$ cat src/rtl/assert_macros.svh
// Assertion macros used by the demodulator top level
`ifndef ASSERT_MACROS_SVH
`define ASSERT_MACROS_SVH

// Assert a property on the rising edge of an explicit clock, off while in reset
`define WPD_ASSERT_CLK(lbl, clk, rst_n, prop, msg) \
  lbl: assert property (@(posedge clk) disable iff (!rst_n) (prop)) else $error(msg);

// Assert a property on the block clock and reset
`define WPD_ASSERT(lbl, prop, msg) \
  `WPD_ASSERT_CLK(lbl, clk_i, rst_ni, prop, msg)

`endif

$ cat src/rtl/wpd_pkg.sv
// Types and constants shared by the Walsh 8-PAM symbol demodulator
package wpd_pkg;

  localparam int unsigned SampleW        = 12;
  localparam int unsigned NumChips       = 4;
  localparam int unsigned SamplesPerChip = 3;
  localparam int unsigned NumThresh      = 28;
  localparam int unsigned CountW         = 5;
  localparam int unsigned SymbolW        = 12;
  localparam int unsigned DigitW         = 3;

  localparam logic [SymbolW-1:0] SyncWord = 12'h96D;

  typedef logic [SampleW-1:0] sample_t;
  typedef sample_t [NumThresh-1:0] thr_vec_t;
  typedef sample_t [SamplesPerChip-1:0] chip_samples_t;
  typedef logic [CountW-1:0] level_count_t;

  typedef enum logic [0:0] {
    CfgLowLevel  = 1'b0,
    CfgHighLevel = 1'b1
  } cfg_reg_e;

  typedef struct packed {
    sample_t chip0_sample0;
    sample_t chip0_sample1;
    sample_t chip0_sample2;
    sample_t chip1_sample0;
    sample_t chip1_sample1;
    sample_t chip1_sample2;
    sample_t chip2_sample0;
    sample_t chip2_sample1;
    sample_t chip2_sample2;
    sample_t chip3_sample0;
    sample_t chip3_sample1;
    sample_t chip3_sample2;
  } window_t;

  typedef struct packed {
    logic [SymbolW-1:0] symbol;
    logic               sync_match;
  } result_t;

endpackage

$ cat src/rtl/wpd_chip_lane.sv
// Per-chip lane: robust three-sample mean and threshold quantization
module wpd_chip_lane import wpd_pkg::*; (
  input  logic          clk_i,
  input  chip_samples_t samples_i,
  input  thr_vec_t      thr_i,
  output level_count_t  count_o
);

  localparam int unsigned SumW   = SampleW + 2;
  localparam int unsigned RecipW = 16;
  localparam int unsigned RecipSh = 17;
  localparam logic [RecipW-1:0] Recip3 = RecipW'(43691);
  localparam int unsigned GroupSz = 7;
  localparam int unsigned NumGroups = NumThresh / GroupSz;

  chip_samples_t          s_q, t_q;
  logic [SumW-1:0]        sum_d, sum_q;
  logic [SumW+RecipW-1:0] prod;
  sample_t                mean_d, mean_q;
  sample_t                rmean_d, rmean_q;
  level_count_t           count_d, count_q;

  always_ff @(posedge clk_i) begin
    s_q <= samples_i;
  end

  always_comb begin
    sum_d = SumW'(s_q[0]) + SumW'(s_q[1]) + SumW'(s_q[2]);
    prod  = {{RecipW{1'b0}}, sum_d} * {{SumW{1'b0}}, Recip3};
    mean_d = prod[RecipSh +: SampleW];
  end

  always_ff @(posedge clk_i) begin
    sum_q  <= sum_d;
    mean_q <= mean_d;
    t_q    <= s_q;
  end

  // drop the earliest sample with the largest deviation, average the rest
  always_comb begin
    sample_t         dev [SamplesPerChip];
    sample_t         max_dev;
    sample_t         dropped;
    logic [SumW-1:0] rest;
    for (int unsigned i = 0; i < SamplesPerChip; i++) begin
      dev[i] = (t_q[i] > mean_q) ? (t_q[i] - mean_q) : (mean_q - t_q[i]);
    end
    max_dev = dev[0];
    dropped = t_q[0];
    for (int unsigned i = 1; i < SamplesPerChip; i++) begin
      if (dev[i] > max_dev) begin
        max_dev = dev[i];
        dropped = t_q[i];
      end
    end
    rest    = sum_q - SumW'(dropped);
    rmean_d = rest[SampleW:1];
  end

  always_ff @(posedge clk_i) begin
    rmean_q <= rmean_d;
  end

  always_comb begin
    level_count_t part [NumGroups];
    count_d = '0;
    for (int unsigned g = 0; g < NumGroups; g++) begin
      part[g] = '0;
      for (int unsigned k = 0; k < GroupSz; k++) begin
        part[g] = part[g] + CountW'(rmean_q >= thr_i[g*GroupSz + k]);
      end
      count_d = count_d + part[g];
    end
  end

  always_ff @(posedge clk_i) begin
    count_q <= count_d;
  end

  assign count_o = count_q;

endmodule

$ cat config.mk
export PLATFORM = sky130hd
export DESIGN_NAME = wpd_chip_lane
export DESIGN_NICKNAME = d
export VERILOG_FILES = /design/src/rtl/assert_macros.svh /design/src/rtl/wpd_pkg.sv /design/src/rtl/wpd_chip_lane.sv
export SDC_FILE = /design/constraint.sdc
export NUM_CORES = 1
export LEC_CHECK = 0
export ABC_AREA = 0
export BUFFER_PORTS_ARGS = -buffer_cell sky130_fd_sc_hd__buf_2
export CAP_MARGIN = 5
export CORE_MARGIN = 2
export CORE_UTILIZATION = 30
export DETAILED_ROUTE_END_ITERATION = 10
export GPL_ROUTABILITY_DRIVEN = 1
export MAX_ROUTING_LAYER = met4
export SLEW_MARGIN = 5
export SYNTH_ARGS = -nofsm -noshare
export SYNTH_HDL_FRONTEND = slang
export SYNTH_SLANG_ARGS = --single-unit
$ cat constraint.sdc
create_clock -name clk_i -period 8.6 [get_ports clk_i]
set_input_delay 1.29 -clock clk_i [delete_from_list [all_inputs] [get_ports clk_i]]
set_output_delay 1.29 -clock clk_i [all_outputs]
set_load 0.05 [all_outputs]
==> reports/qor.yml <==
status: "completed"
synth_top_area_share_pct: 36.76
avgSynthCellArea_um2: 8.598
path_class: "flip-flop to flip-flop"
critPathMaxFanout: 3
ant_nets: 0
final.setup.worst_slack_ns: 0.5398
core-area_um2: 61940
crit_top_cell: "fa_1"
reg2reg_setup_slack_ns: 0.54
crit_family: "adder cells"
final_cell_mix: "ha_1 (554), inv_1 (518), buf_2 (377), a21o_1 (157), a21oi_1 (139)"
fmax_ghz: 0.1241
critPathMaxStageDelay_ns: 0.54
worst_pin_slew_ns: 1.068
wl_met3_um: 2741
clk_pin_slew_ns: 0.06
grt_overflow: 0
hold_violations: 0
dieArea_um2: 64870
grt_usage_pct: 18.36
ctsHtreeMaxLevel: 4
cap_violations: 0
top_layer: "met4"
cts_tree: "built"
final_area_um2: 22940
synth_edf_count: 0
numCtsBuffers: 17
grt_max_degree: 29
post-place-ws_ns: 0.2700
wl_um: 57770
hold_class: "flip-flop to flip-flop"
whs_path_depth: 0
yosysUniqueCellTypes: 67
critPathCaptureType: "flip-flop"
nets: 3659
mappedNetlistArea_um2: 18860
worst_setup_path_start_kind: "flip-flop"
io_pins: 378
synth.net_count: 3215
crit_buf_inv: 8
die_w_um: 254.7
rr_worst_depth: 35
fin_crit_ns: 8.060
wl_met2_um: 28530
vias: 15846
synth-seq-cells: 114
start_util_pct: 30.44
place.gp.congestion: 0.8879
post_cts_buffers: 0
routed_via_density: 4.531
period_share_pct: 93.72
synth_area_leaders: "ha_1 (37%), dfxtp_1 (12%), inv_1 (10%)"
syn-instance-count: 2193
cts_buffer_depth: 2
min_to: "t_q[11]"
port_buffers: 377
worstReg2RegStart: "s_q[1]"
critPathRequiredTime_ns: 8.92
avgRoutedWirePerCell_um: 16.52
grt_pass1_vias: 15997
die_height_um: 254.7
drt-met1-wl_um: 24480
final_common_cell: "ha_1"
setup_viol: 0
ys.flop_type: "dfxtp_1"
hp-start: "s_q[11]"
synthArstFlopShare_pct: 0
slew_headroom_pct: 28.72
arrival_ns: 8.38
place_area_um2: 22210
area_growth_pct: 21.65
r2r-end: "mean_q[11]"
synth_seq_area_share_pct: 12.10
slew_viol_final: 0
root_buffer: "clkbuf_16"
clk_latency_ns: 0.44
n_fill_cell: 6488
dpl.hpwl_um: 51470
clock-sinks: 114
drive_gt1_share_pct: 18.83
drt_iter0_drc: 641
grt_pass1_wl_um: 87040
drtPass1Iterations: 5
yosysWarnings: 0
route.detailed.drc: 0
netlist.top_cell.by_area: "ha_1"
antenna_found_initial: 10
critPathSlowestCell: "fa_1"
rows: 91
skew_ns: 0.01073
[what timing repair did]
action	CTS	global route
resized for setup	0	14
setup endpoints to repair	0	7
hold buffers	0	0
[kinds of logic (layout without fill, tap and decap cells)]
kind of cell               Yosys count  in the layout  synth area share (%)
AOI/OAI and AO/OA                  545            545                 18.83
xor gates and xnor gates            70             70                 3.252
adders and majority gates          649            649                 46.85
buffers and inverters              531            988                 10.63
DFF                                114            114                 12.10
muxes                               31             31                 1.666
other                                0             10                     0
and+or+nand+nor                    253            253                 6.676
[cells in the mapped netlist (4+ instances only)]
master,instances
a21boi_0,6
ha_1,554
o21ai_0,88
a211o_1,7
xor2_1,18
nand4_1,16
dfxtp_1,114
nand3_1,9
nand2_1,72
mux2i_1,28
nor2_1,57
nor2b_1,27
o21ai_1,15
a211oi_1,22
o211ai_1,12
clkbuf_1,7
fa_1,95
o21bai_1,27
nand2b_1,36
and3_1,4
xnor2_1,52
buf_2,5
o2bb2ai_1,12
or3_1,4
a21o_1,157
o21a_1,6
inv_1,518
a31oi_1,17
nor3_1,13
a21oi_1,144
[worst max path at each step]
stage	slack [ns]	depth (start not counted)	startpoint	endpoint
6_report	0.54	35	s_q[1]	mean_q[11]
5_1_grt	-0.01	39	mean_q[0]	rmean_q[11]
4_1_cts	0.26	34	s_q[2]	mean_q[11]
3_5_place_dp	0.27	34	s_q[2]	mean_q[11]
3_3_place_gp	0.36	34	s_q[2]	mean_q[11]
2_1_floorplan	0.88	33	s_q[1]	mean_q[11]
[registers in the layout (all words and copies together), names as in the netlist]
| name | cells |
|---|---|
| count_o | 5 |
| mean_q | 12 |
| rmean_q | 12 |
| s_q | 36 |
| sum_q | 13 |
| t_q | 36 |
[cell type report]
| class | count | area [µm²] | area share, % |
|---|---|---|---|
| Tap cell | 837 | 1047 | 4.566 |
| Multi-Input combinational cell | 1548 | 14640 | 63.82 |
| Clock inverter | 14 | 202.7 | 0.8837 |
| Sequential cell | 114 | 2282 | 9.949 |
| Inverter | 518 | 1944 | 8.477 |
| Clock buffer | 18 | 439.2 | 1.915 |
| Antenna cell | 10 | 25.02 | 0.1091 |
| Timing Repair Buffer | 438 | 2357 | 10.28 |
[layer usage]
metal / global-route usage (%) / up-vias
met5: - / -
met4: 6.951 / 0
met3: 2.960 / 67
met2: 32.61 / 356
met1: 20.60 / 7136
li1: - / 8287
[stage by stage]
stage	hold WS (ns)	cells	util (%)	setup TNS (ns)
after floorplan	0.3308	2193	-	0
after CTS	0.3593	3487	36.89	0
after global routing	0.3653	3497	37.03	-0.01304
after detailed placement	0.3502	3455	35.85	0
after global placement	0.3531	3455	35.85	0
final	0.3642	3497	37.03	0
[worst reg2reg max path: cells and delay by family, from the launching register on]
| kind | cells | cell delay, ns |
|---|---|---|
| fa+ha+maj | 10 | 4.19 |
| compound gates | 15 | 2.46 |
| buf+inv | 8 | 0.66 |
| flops | 1 | 0.32 |
| xor+xnor | 2 | 0.30 |
Power is left out: the tool's default activity adds up to more than one toggle a clock period on the data nets, which glitch-free logic cannot reach.
