`src/rtl/assert_macros.svh`:
```
// Assertion macros used by the demodulator top level
`ifndef ASSERT_MACROS_SVH
`define ASSERT_MACROS_SVH

// Assert a property on the rising edge of an explicit clock, off while in reset
`define WPD_ASSERT_CLK(lbl, clk, rst_n, prop, msg) \
  lbl: assert property (@(posedge clk) disable iff (!rst_n) (prop)) else $error(msg);

// Assert a property on the block clock and reset
`define WPD_ASSERT(lbl, prop, msg) \
  `WPD_ASSERT_CLK(lbl, clk_i, rst_ni, prop, msg)

`endif

```
`src/rtl/wpd_pkg.sv`:
```
// Types and constants shared by the Walsh 8-PAM symbol demodulator
package wpd_pkg;

  localparam int unsigned SampleW        = 12;
  localparam int unsigned NumChips       = 4;
  localparam int unsigned SamplesPerChip = 3;
  localparam int unsigned NumThresh      = 28;
  localparam int unsigned CountW         = 5;
  localparam int unsigned SymbolW        = 12;
  localparam int unsigned DigitW         = 3;

  localparam logic [SymbolW-1:0] SyncWord = 12'h96D;

  typedef logic [SampleW-1:0] sample_t;
  typedef sample_t [NumThresh-1:0] thr_vec_t;
  typedef sample_t [SamplesPerChip-1:0] chip_samples_t;
  typedef logic [CountW-1:0] level_count_t;

  typedef enum logic [0:0] {
    CfgLowLevel  = 1'b0,
    CfgHighLevel = 1'b1
  } cfg_reg_e;

  typedef struct packed {
    sample_t chip0_sample0;
    sample_t chip0_sample1;
    sample_t chip0_sample2;
    sample_t chip1_sample0;
    sample_t chip1_sample1;
    sample_t chip1_sample2;
    sample_t chip2_sample0;
    sample_t chip2_sample1;
    sample_t chip2_sample2;
    sample_t chip3_sample0;
    sample_t chip3_sample1;
    sample_t chip3_sample2;
  } window_t;

  typedef struct packed {
    logic [SymbolW-1:0] symbol;
    logic               sync_match;
  } result_t;

endpackage

```
`src/rtl/wpd_walsh_merge.sv`:
```
// Merge stage: inverse Walsh transform of the chip levels, slicing and packing
module wpd_walsh_merge import wpd_pkg::*; (
  input  logic         clk_i,
  input  level_count_t counts_i [NumChips],
  output result_t      result_o
);

  localparam int unsigned AccW = 9;
  localparam int unsigned EstW = 7;
  localparam logic [NumChips-1:0] HadNeg [NumChips] = '{4'b0000, 4'b1100, 4'b0110, 4'b1010};

  function automatic logic [DigitW-1:0] slice3(logic signed [EstW-1:0] v);
    logic [DigitW-1:0] d;
    priority if (v <= -EstW'(6)) d = 3'd0;
    else if (v <= -EstW'(4))     d = 3'd1;
    else if (v <= -EstW'(2))     d = 3'd2;
    else if (v < EstW'(0))       d = 3'd3;
    else if (v < EstW'(2))       d = 3'd4;
    else if (v < EstW'(4))       d = 3'd5;
    else if (v < EstW'(6))       d = 3'd6;
    else                         d = 3'd7;
    return d;
  endfunction

  result_t result_d, result_q;

  always_comb begin
    logic signed [AccW-1:0] lvl [NumChips];
    logic signed [AccW-1:0] acc;
    logic signed [AccW-1:0] sh;
    logic [SymbolW-1:0]     sym;
    for (int unsigned j = 0; j < NumChips; j++) begin
      lvl[j] = $signed({3'b000, counts_i[j], 1'b0}) - AccW'(28);
    end
    sym = '0;
    for (int unsigned i = 0; i < NumChips; i++) begin
      acc = '0;
      for (int unsigned j = 0; j < NumChips; j++) begin
        if (HadNeg[i][j]) acc = acc - lvl[j];
        else              acc = acc + lvl[j];
      end
      sh = acc >>> 2;
      sym[DigitW*(NumChips-1-i) +: DigitW] = slice3(sh[EstW-1:0]);
    end
    result_d.symbol     = sym;
    result_d.sync_match = (sym == SyncWord);
  end

  always_ff @(posedge clk_i) begin
    result_q <= result_d;
  end

  assign result_o = result_q;

endmodule

```
`config.mk`:
```
export PLATFORM = sky130hd
export DESIGN_NAME = wpd_walsh_merge
export DESIGN_NICKNAME = d
export VERILOG_FILES = /design/src/rtl/assert_macros.svh /design/src/rtl/wpd_pkg.sv /design/src/rtl/wpd_walsh_merge.sv
export SDC_FILE = /design/constraint.sdc
export NUM_CORES = 1
export LEC_CHECK = 0
export BUFFER_PORTS_ARGS = -buffer_cell sky130_fd_sc_hd__clkbuf_2
export CORE_MARGIN = 3
export CORE_UTILIZATION = 30
export DETAILED_ROUTE_END_ITERATION = 6
export GPL_ROUTABILITY_DRIVEN = 1
export HOLD_SLACK_MARGIN = 0.15
export PLACE_DENSITY = 0.44
export SLEW_MARGIN = 20
export SYNTH_ARGS = -nofsm -noshare
export SYNTH_HDL_FRONTEND = slang
export SYNTH_SLANG_ARGS = --single-unit
```
`constraint.sdc`:
```
create_clock -name clk_i -period 9.8 [get_ports clk_i]
set_input_delay 0.98 -clock clk_i [delete_from_list [all_inputs] [get_ports clk_i]]
set_output_delay 0.98 -clock clk_i [all_outputs]
set_load 0.02 [all_outputs]
```
==> summary.txt, run 1 <==
Power and ir drop
  • Internal power: 0.554 mW
  • Sw Share: 54.2%
  • Net switching power: 0.656 mW
  • Clock Power Share: 6.3%
  • Sequential cell fraction of total power: 7.4%
  • Logic gate share of total power: 86.3%
  • Pleak: 1.78 nW
  • Worst IR Drop VDD: 0.000122 V
  • P per Cell Area: 316 mW/mm2

Cells and area
  • Max reg flops: 13
  • # fillers: 1160
  • Layout area overhead: 11.3%
  • # nets final: 536
  • Final core utilization: 34.7%
  • Final antenna diode count: 0
  • Proportion of layout cells with a drive suffix above 1: 11.1%
  • Commonest non-fill, non-tap cell in the layout: inv_1
  • Commonest non-fill, non-tap cells in the layout: inv_1, ha_1, clkbuf_2

Synth
  • Yosys reg bits: 13
  • Net Count, Synth: 504
  • Top_reg_cell synth: dfxtp_1
  • Average cell area after synthesis: 8.35 um2
  • Post-synth EDFFs: 0
  • Async SR Flop Fraction: 0%
  • Ys Warns: 0
  • Synthesized cell area: 0.00344 mm2
  • Cell variety after synth: 60
  • Register area share after synthesis: 7.56%
  • Cells after Synth: 412

STA
  • Final Hold Fails: 0
  • Fmax: 196 MHz
  • Slew Limit Fails: 0
  • Min Clock Period, post-route: 5110 ps
  • Pin slew with the least headroom to its limit: 1080 ps
  • Setup WS post-layout: 4690 ps
  • Final hold slack: 1600 ps
  • Count of final setup violators: 0
  • Setup Total Neg Slack: 0 ps
  • Tcrit/Tclk final: 52.2%
  • Slew Limit Headroom: 27.4%
  • RSZ-0062 raised after global routing: false

Die
  • # IOs: 34
  • Initial core utilization: 31.2%
  • Die X: 113 um
  • Row count: 38
  • Die Height: 113 um
  • Core ar.: 0.0110 mm2
  • Die area: 0.0128 mm2

Setup path
  • Crit start category: input port
  • Critical path class: in -> reg
  • Largest delay contributor family on the critical path: adder cells
  • CP Launch Point: counts_i[11]
  • Most used cell, CP: ha_1
  • Crit end category: register
  • CP Max Fanout: 8
  • Arr. time, crit path: 5300 ps
  • Max stage delay on crit path: 880 ps
  • Worst path cell trace: clkbuf_2 > ha_1 > ha_1 > inv_1 > nor2_1 > nor2_1 > o21bai_1 > a21oi_1 > xnor2_1 > fa_1 > inv_1 > ha_1 > nand2b_1 > o311ai_0 > and3_1 > a21o_1 > and4bb_1
  • Stages on worst setup path: 17
  • Buffers & Inverters on Critical Path: 3
  • Req. time, crit path: 9990 ps
  • Worst path slowest cell: o311ai_0
  • Crit path capture: result_o[0]$_DFF_P_

Placement
  • I/O Buffers: 33
  • DP Worst Slack: 4450 ps
  • Routability Congestion: 0.773
  • Post-DP HPWL: 7.55 mm

Flow run
  • Max Cap Viol: 0

Global route
  • Vias in the first global route: 2857
  • First-pass GRT wire length: 14.3 mm
  • Largest net degree at the start of global routing: 14
  • GRT overflow: 0
  • Antenna violations before repair: 0
  • Gr usage total: 13.7%

Drt
  • Avg WL per Cell: 14.6 um
  • DRC viols: 0
  • Vias/cell: 4.94
  • Drt first pass iters: 4
  • WL final: 8.49 mm
  • Vias: 2878
  • Routed Antenna Nets: 0
  • DRT iter0 DRCs: 101

Clock network
  • H-Tree Depth: 1
  • Reg clk slew, reported paths: 50 ps
  • Hold-fix buffers, CTS: 0
  • Root buf cell: clkbuf_16
  • CTS tree: built
  • Clock Path Buffers: 2
  • Inserted Clock Buffers: 3
  • Setup Buffers After CTS: 0
  • Clock sinks: 13
  • Post-cts sizing count: 0

Run status
  • Status: complete, no violations

Min path
  • Hold Crit Class: in -> reg
## area by class of cell
cell class              instances  area, um2  share of cell area [%]
well taps                     140        175                    4.57
flip-flops and latches         13        260                    6.79
inverters                      58        218                    5.68
clock inverters                 1       5.00                   0.131
repair buffers                 33        165                    4.31
clock buffers                   3       75.1                    1.96
multi-input cells             335       2930                    76.6
## worst min-delay path, cell delays in order
cell	delay, ps
clkbuf_2	130
ha_1	180
nor3b_1	70
xor2_1	130
a21oi_1	90
a31oi_1	160
a21oi_1	60
## cell families (layout without fill, tap and decap cells)
family | after synthesis | in the layout | share of synthesized area, %
buf+inv | 64 | 95 | 7.23
xor+xnor | 45 | 45 | 11.7
simple gates | 104 | 104 | 16.1
flops | 13 | 13 | 7.56
compound gates | 108 | 108 | 22.6
mux | 6 | 6 | 1.74
fa+ha+maj | 72 | 72 | 33.1
## per-stage QoR
step	std cells	total power [mW]	instance area [um2]
after floorplan	412	0.906	3440
after global placement	579	1.14	3750
after detailed placement	579	1.14	3750
after CTS	583	1.22	3830
after global routing	583	1.35	3830
final	583	1.21	3830
## metal layers
layer	global-route usage [%]	vias up	routed length (um)
met1	19.8	1332	4430
met5	0	-	0
met4	2.40	0	57
li1	-	1491	-
met3	1.02	5	235
met2	22.8	50	3770
## Yosys cell counts (4+ instances only)
cell type	number	area share [%]
a211oi_1	6	1.3
a21o_1	10	2.2
a21oi_1	28	4.1
and3_1	4	0.73
buf_2	4	0.58
dfxtp_1	13	7.6
fa_1	32	19
ha_1	39	14
inv_1	58	6.3
mux2i_1	6	1.7
nand2_1	8	0.87
nand2b_1	6	1.1
nand3_1	18	2.6
nor2_1	26	2.8
nor2b_1	8	1.5
nor3_1	10	1.5
o211ai_1	6	1.3
o21ai_0	17	2.5
o21bai_1	8	1.7
xnor2_1	23	5.9
xor2_1	21	5.3
## worst min-delay path by stage
stage,start,to,cells past startpoint
3_3_place_gp,result_o[2]$_DFF_P_,result_o[2],1
6_report,counts_i[5],result_o[8]$_DFF_P_,7
5_1_grt,result_o[2]$_DFF_P_,result_o[2],1
3_5_place_dp,result_o[12]$_DFF_P_,result_o[12],1
2_1_floorplan,result_o[0]$_DFF_P_,result_o[0],0
4_1_cts,counts_i[5],result_o[8]$_DFF_P_,7
## power by group through the flow
stage	clock (mW)	sequential [mW]	combinational [mW]
global route	0.0815	0.0916	1.18
detailed placement	0	0.0904	1.05
global placement	0	0.0904	1.05
CTS	0.0788	0.0896	1.05
floorplan	0	0.124	0.782
finish	0.0768	0.0893	1.04
No activity file was read; power rests on OpenSTA's default activity.
==> run 2, diff against run 1 <==
--- a/config.mk
+++ b/config.mk
@@ -5,13 +5,14 @@
 export SDC_FILE = /design/constraint.sdc
 export NUM_CORES = 1
 export LEC_CHECK = 0
+export ABC_AREA = 1
 export BUFFER_PORTS_ARGS = -buffer_cell sky130_fd_sc_hd__clkbuf_2
 export CORE_MARGIN = 3
 export CORE_UTILIZATION = 30
 export DETAILED_ROUTE_END_ITERATION = 6
 export GPL_ROUTABILITY_DRIVEN = 1
 export HOLD_SLACK_MARGIN = 0.15
-export PLACE_DENSITY = 0.44
+export PLACE_DENSITY = 0.46
 export SLEW_MARGIN = 20
 export SYNTH_ARGS = -nofsm -noshare
 export SYNTH_HDL_FRONTEND = slang
==> constraint.sdc (replaced) <==
create_clock -name clk_i -period 4.2 [get_ports clk_i]
set_input_delay 0.42 -clock clk_i [delete_from_list [all_inputs] [get_ports clk_i]]
set_output_delay 0.42 -clock clk_i [all_outputs]
set_load 0.02 [all_outputs]
==> summary.txt, run 2 <==
Synth
  • Count leader, synth: nand2_1
  • Cells after Synth: 477
  • Post-synth EDFFs: 0
  • Post-synthesis adder-cell area fraction: 34.5%
  • Largest family of logic cells by synthesized area: adder cells
  • Top_reg_cell synth: dfxtp_1
  • Register area share after synthesis: 7.96%
  • Top cells by area, synth: fa_1, ha_1, nand2_1
  • Post-Synth Simple-Gate Area: 28.9%
  • Synth Area in Compound Gates: 7.54%
  • Synthesized cell area: 0.00327 mm2
  • Yosys reg bits: 13
  • Post-synthesis mux area share: 0%
  • Cell variety after synth: 33
  • Yosys top cell by area: fa_1
  • Ys Warns: 0
  • Share of the synthesized area in the top cell type: 19.6%
  • Average cell area after synthesis: 6.86 um2
  • Async SR Flop Fraction: 0%
  • Post-Synth XOR/XNOR Area: 9.53%
  • Net Count, Synth: 569
  • Most frequent cells after synthesis: nand2_1, inv_1, nor2_1, nand3_1, ha_1

Global route
  • Largest net degree at the start of global routing: 8
  • Gr usage total: 12.8%
  • Antenna violations before repair: 0
  • GRT overflow: 0
  • First-pass GRT wire length: 13.2 mm
  • Vias in the first global route: 2843

Setup path
  • Crit start category: input port
  • Arr. time, crit path: 3990 ps
  • CP Launch Point: counts_i[16]
  • Crit end category: register
  • Critical path class: in -> reg
  • Max stage delay on crit path: 490 ps
  • CP Max Fanout: 4
  • Stages on worst setup path: 26
  • Worst path slowest cell: fa_1
  • Buffers & Inverters on Critical Path: 2
  • Largest delay contributor family on the critical path: adder cells
  • Req. time, crit path: 4380 ps
  • Most used cell, CP: nand2_1

Drt
  • Met3 WL: 166 um
  • Avg WL per Cell: 11.4 um
  • Vias: 2814
  • Vias/cell: 4.25
  • WL final: 7.56 mm
  • Metal2 WL: 3.51 mm
  • Routed Antenna Nets: 0
  • Drt first pass iters: 4
  • DRT iter0 DRCs: 79
  • Top routing layer used: met4
  • Routed metal-1 wire length: 3.78 mm
  • DRC viols: 0

Placement
  • Placed Cells: 657
  • I/O Buffers: 33
  • Routability Congestion: 0.847
  • Cell Area, Placed: 0.00370 mm2
  • DP Worst Slack: 51.0 ps
  • Post-DP HPWL: 7.03 mm

Die
  • Row count: 37
  • Core ar.: 0.0105 mm2
  • # IOs: 34
  • Die area: 0.0122 mm2
  • Die Height: 110 um
  • Die X: 110 um
  • Initial core utilization: 31.3%

STA
  • Count of final setup violators: 0
  • RSZ-0062 raised after global routing: false
  • Min Clock Period, post-route: 3810 ps
  • Slew Limit Fails: 0
  • Setup WS post-layout: 387 ps
  • Fmax: 262 MHz
  • Final Hold Fails: 0
  • Pin slew with the least headroom to its limit: 486 ps
  • Setup Total Neg Slack: 0 ps
  • Slew Limit Headroom: 67.5%
  • Tcrit/Tclk final: 90.8%

Cells and area
  • Final std cells w/o fill: 662
  • Commonest non-fill, non-tap cell in the layout: nand2_1
  • Final antenna diode count: 0
  • Max reg flops: 13
  • Layout area overhead: 16.8%
  • Proportion of layout cells with a drive suffix above 1: 16.0%
  • Commonest non-fill, non-tap cells in the layout: nand2_1, inv_1, nor2_1
  • Design area: 0.00382 mm2
  • # nets final: 619

Power and ir drop
  • Worst IR Drop VDD: 0.000240 V
  • P per Cell Area: 717 mW/mm2
  • Pleak: 2.12 nW

Run status
  • Status: complete, no violations

Clock network
  • CTS tree: built
  • Clock sinks: 13
  • Inserted Clock Buffers: 3
  • Hold-fix buffers, CTS: 0
  • Clock Path Buffers: 2
  • Reg clk slew, reported paths: 50 ps
  • Root buf cell: clkbuf_8
  • H-Tree Depth: 1

Min path
  • Worst Hold Path Cells: 1
  • Worst Hold Launch: result_o[3]$_DFF_P_
  • Hold-critical path endpoint: result_o[3]
  • Hold Crit Class: reg -> out

Flow run
  • Max Cap Viol: 0
run 2: cell count changes after synthesis, moves of 13 or more:
cell,change
nand3_1,+23
xnor2_1,-18
inv_1,+35
nor2_1,+22
o21ai_0,-13
nand2_1,+96
run 2: repair_timing:
| item | in CTS | in global routing |
|---|---|---|
| endpoints found under the setup margin | 0 | 2 |
| buffers inserted | 0 | 1 |
| hold endpoints to repair | 0 | 0 |
| gates resized for setup | 0 | 11 |
run 2: through the flow:
| stage | util [%] | power, mW | hold slack (ps) |
|---|---|---|---|
| 2_1_floorplan | - | 2.04 | 759 |
| 3_3_place_gp | 35.3 | 2.61 | 837 |
| 3_5_place_dp | 35.3 | 2.62 | 836 |
| 4_1_cts | 35.8 | 2.74 | 1090 |
| 5_1_grt | 36.5 | 3.14 | 1110 |
| 6_report | 36.5 | 2.74 | 1090 |
run 2: power by group:
group          leakage [nW]  internal (mW)  total [mW]  switching [mW]
Clock                0.0228         0.0665       0.104          0.0377
Combinational          1.99          0.909        2.43            1.52
Sequential            0.109          0.194       0.207          0.0129
run 2: kinds of logic (layout without fill, tap and decap cells):
| kind of cell | Yosys count | after routing |
|---|---|---|
| XOR/XNOR | 33 | 33 |
| AO/OA/AOI/OAI | 43 | 43 |
| adder cells (fa/ha/maj) | 71 | 71 |
| buffers and inverters | 99 | 148 |
| AND/OR/NAND/NOR | 218 | 218 |
| flip-flops | 13 | 13 |
run 2: worst max-delay path by stage:
stage | endpoint
floorplan | result_o[0]$_DFF_P_
global placement | result_o[0]$_DFF_P_
detailed placement | result_o[0]$_DFF_P_
CTS | result_o[0]$_DFF_P_
global route | result_o[0]$_DFF_P_
finish | result_o[0]$_DFF_P_
run 2: cell type report:
cell class / count / area (um2)
Timing Repair Buffer: 49 / 285
Inverter: 95 / 357
Tap cell: 136 / 170
Clock buffer: 4 / 45.0
Multi-Input combinational cell: 365 / 2700
Fill cell: 1164 / 6640
Sequential cell: 13 / 260
run 2: metal layers:
| metal | global-route usage (%) | vias up |
|---|---|---|
| met5 | 0 | - |
| met4 | 2.71 | 0 |
| met3 | 0.932 | 8 |
| met2 | 22.5 | 42 |
| met1 | 17.3 | 1215 |
| li1 | - | 1549 |
==> run 3, diff against run 2 <==
==> constraint.sdc (replaced) <==
create_clock -name clk_i -period 4.2 [get_ports clk_i]
set_input_delay 0.21 -clock clk_i [delete_from_list [all_inputs] [get_ports clk_i]]
set_output_delay 0.21 -clock clk_i [all_outputs]
set_load 0.02 [all_outputs]
==> summary.txt, run 3 (synthesis results as in run 2) <==
Drt
  • DRC viols: 0
  • Vias/cell: 4.35
  • WL final: 7.38 mm
  • Routed Antenna Nets: 0
  • Vias: 2827
  • Avg WL per Cell: 11.4 um
  • DRT iter0 DRCs: 92
  • Drt first pass iters: 4

Clock network
  • Clock sinks: 13
  • Clock Path Buffers: 2
  • Hold-fix buffers, CTS: 0
  • Reg clk slew, reported paths: 50 ps
  • Post-cts sizing count: 0
  • Inserted Clock Buffers: 3
  • CTS tree: built
  • Root buf cell: clkbuf_8
  • H-Tree Depth: 1
  • Setup Buffers After CTS: 0

Cells and area
  • Design area: 0.00367 mm2
  • # nets final: 607
  • # fillers: 1159
  • Final antenna diode count: 0
  • Final std cells w/o fill: 650
  • Commonest non-fill, non-tap cells in the layout: nand2_1, inv_1, nor2_1
  • Max reg flops: 13
  • Layout area overhead: 12.2%
  • Proportion of layout cells with a drive suffix above 1: 12.6%
  • Commonest non-fill, non-tap cell in the layout: nand2_1

Die
  • Die area: 0.0122 mm2
  • Row count: 37
  • Core ar.: 0.0105 mm2
  • Die X: 110 um
  • Initial core utilization: 31.3%
  • Die Height: 110 um
  • # IOs: 34

Run status
  • Status: complete, no violations

Placement
  • Routability Congestion: 0.845
  • Placed Cells: 646
  • I/O Buffers: 33
  • Cell Area, Placed: 0.00361 mm2
  • DP Worst Slack: 133 ps
  • Post-DP HPWL: 6.88 mm

Global route
  • Gr usage total: 12.6%
  • Met3 Resource Use GR: 0.877%
  • GR Layer Usage met1: 17.3%
  • GRT overflow: 0
  • Antenna violations before repair: 0
  • First-pass GRT wire length: 13.1 mm
  • Largest net degree at the start of global routing: 9
  • Met2 usage: 21.6%
  • Top Usage Layer GRT: met2
  • Vias in the first global route: 2948

Setup path
  • Most used cell, CP: nor2_1
  • Max stage delay on crit path: 580 ps
  • Arr. time, crit path: 3850 ps
  • Crit end category: register
  • Worst path slowest cell: fa_2
  • Critical path class: in -> reg
  • Crit start category: input port
  • Req. time, crit path: 4310 ps
  • CP Max Fanout: 6

Flow run
  • Max Cap Viol: 0

STA
  • Min Clock Period, post-route: 3740 ps
  • Final Hold Fails: 0
  • Tcrit/Tclk final: 89.0%
  • Slew Limit Fails: 0
  • Setup WS post-layout: 460 ps
  • Slew Limit Headroom: 67.5%
  • Fmax: 267 MHz
  • RSZ-0062 raised after global routing: false
  • Pin slew with the least headroom to its limit: 485 ps
  • Count of final setup violators: 0
  • Setup Total Neg Slack: 0 ps

Power and ir drop
  • Pleak: 2.05 nW
  • P per Cell Area: 717 mW/mm2
  • Worst IR Drop VDD: 0.000256 V

Min path
  • Worst Hold Path Cells: 1
  • Hold Crit Class: reg -> out
run 3: area by class of cell:
cell class / instances / area, um2 / area share [%]
Timing Repair Buffer: 37 / 195 / 5.32
Inverter: 95 / 357 / 9.71
Multi-Input combinational cell: 365 / 2640 / 72.0
Clock buffer: 4 / 45.0 / 1.23
Tap cell: 136 / 170 / 4.64
Sequential cell: 13 / 260 / 7.09
run 3: path summary, 6_finish.rpt:
check           startpoint                  end  slack [ps]
min    result_o[6]$_DFF_P_          result_o[6]         870
max           counts_i[16]  result_o[0]$_DFF_P_         460
run 3: per-stage QoR:
stage          hold slack, ps  power, mW  utilization [%]
3_3_place_gp              626       2.54             34.5
3_5_place_dp              627       2.55             34.5
4_1_cts                   883       2.66             35.0
6_report                  873       2.63             35.1
2_1_floorplan             549       2.04                -
5_1_grt                   898       3.04             35.1
run 3: critical path: cells and delay by family:
| family | cells | cell delay (ps) |
|---|---|---|
| adders and majority gates | 4 | 1550 |
| and+or+nand+nor | 15 | 1180 |
| xor gates and xnor gates | 2 | 350 |
| AOI/OAI and AO/OA | 2 | 280 |
| buffers and inverters | 3 | 270 |
run 3: per-layer routing:
metal	vias to the layer above	share of wire, %	routed length, um
met1	1243	50	3700
met5	-	0	0
li1	1526	-	-
met2	46	46	3390
met4	0	1.5	108
met3	12	2.4	180
run 3: power by group:
part,switching (mW),internal [mW]
Clock,0.0361,0.0663
Combinational,1.49,0.828
Sequential,0.0136,0.194
Total,1.54,1.09
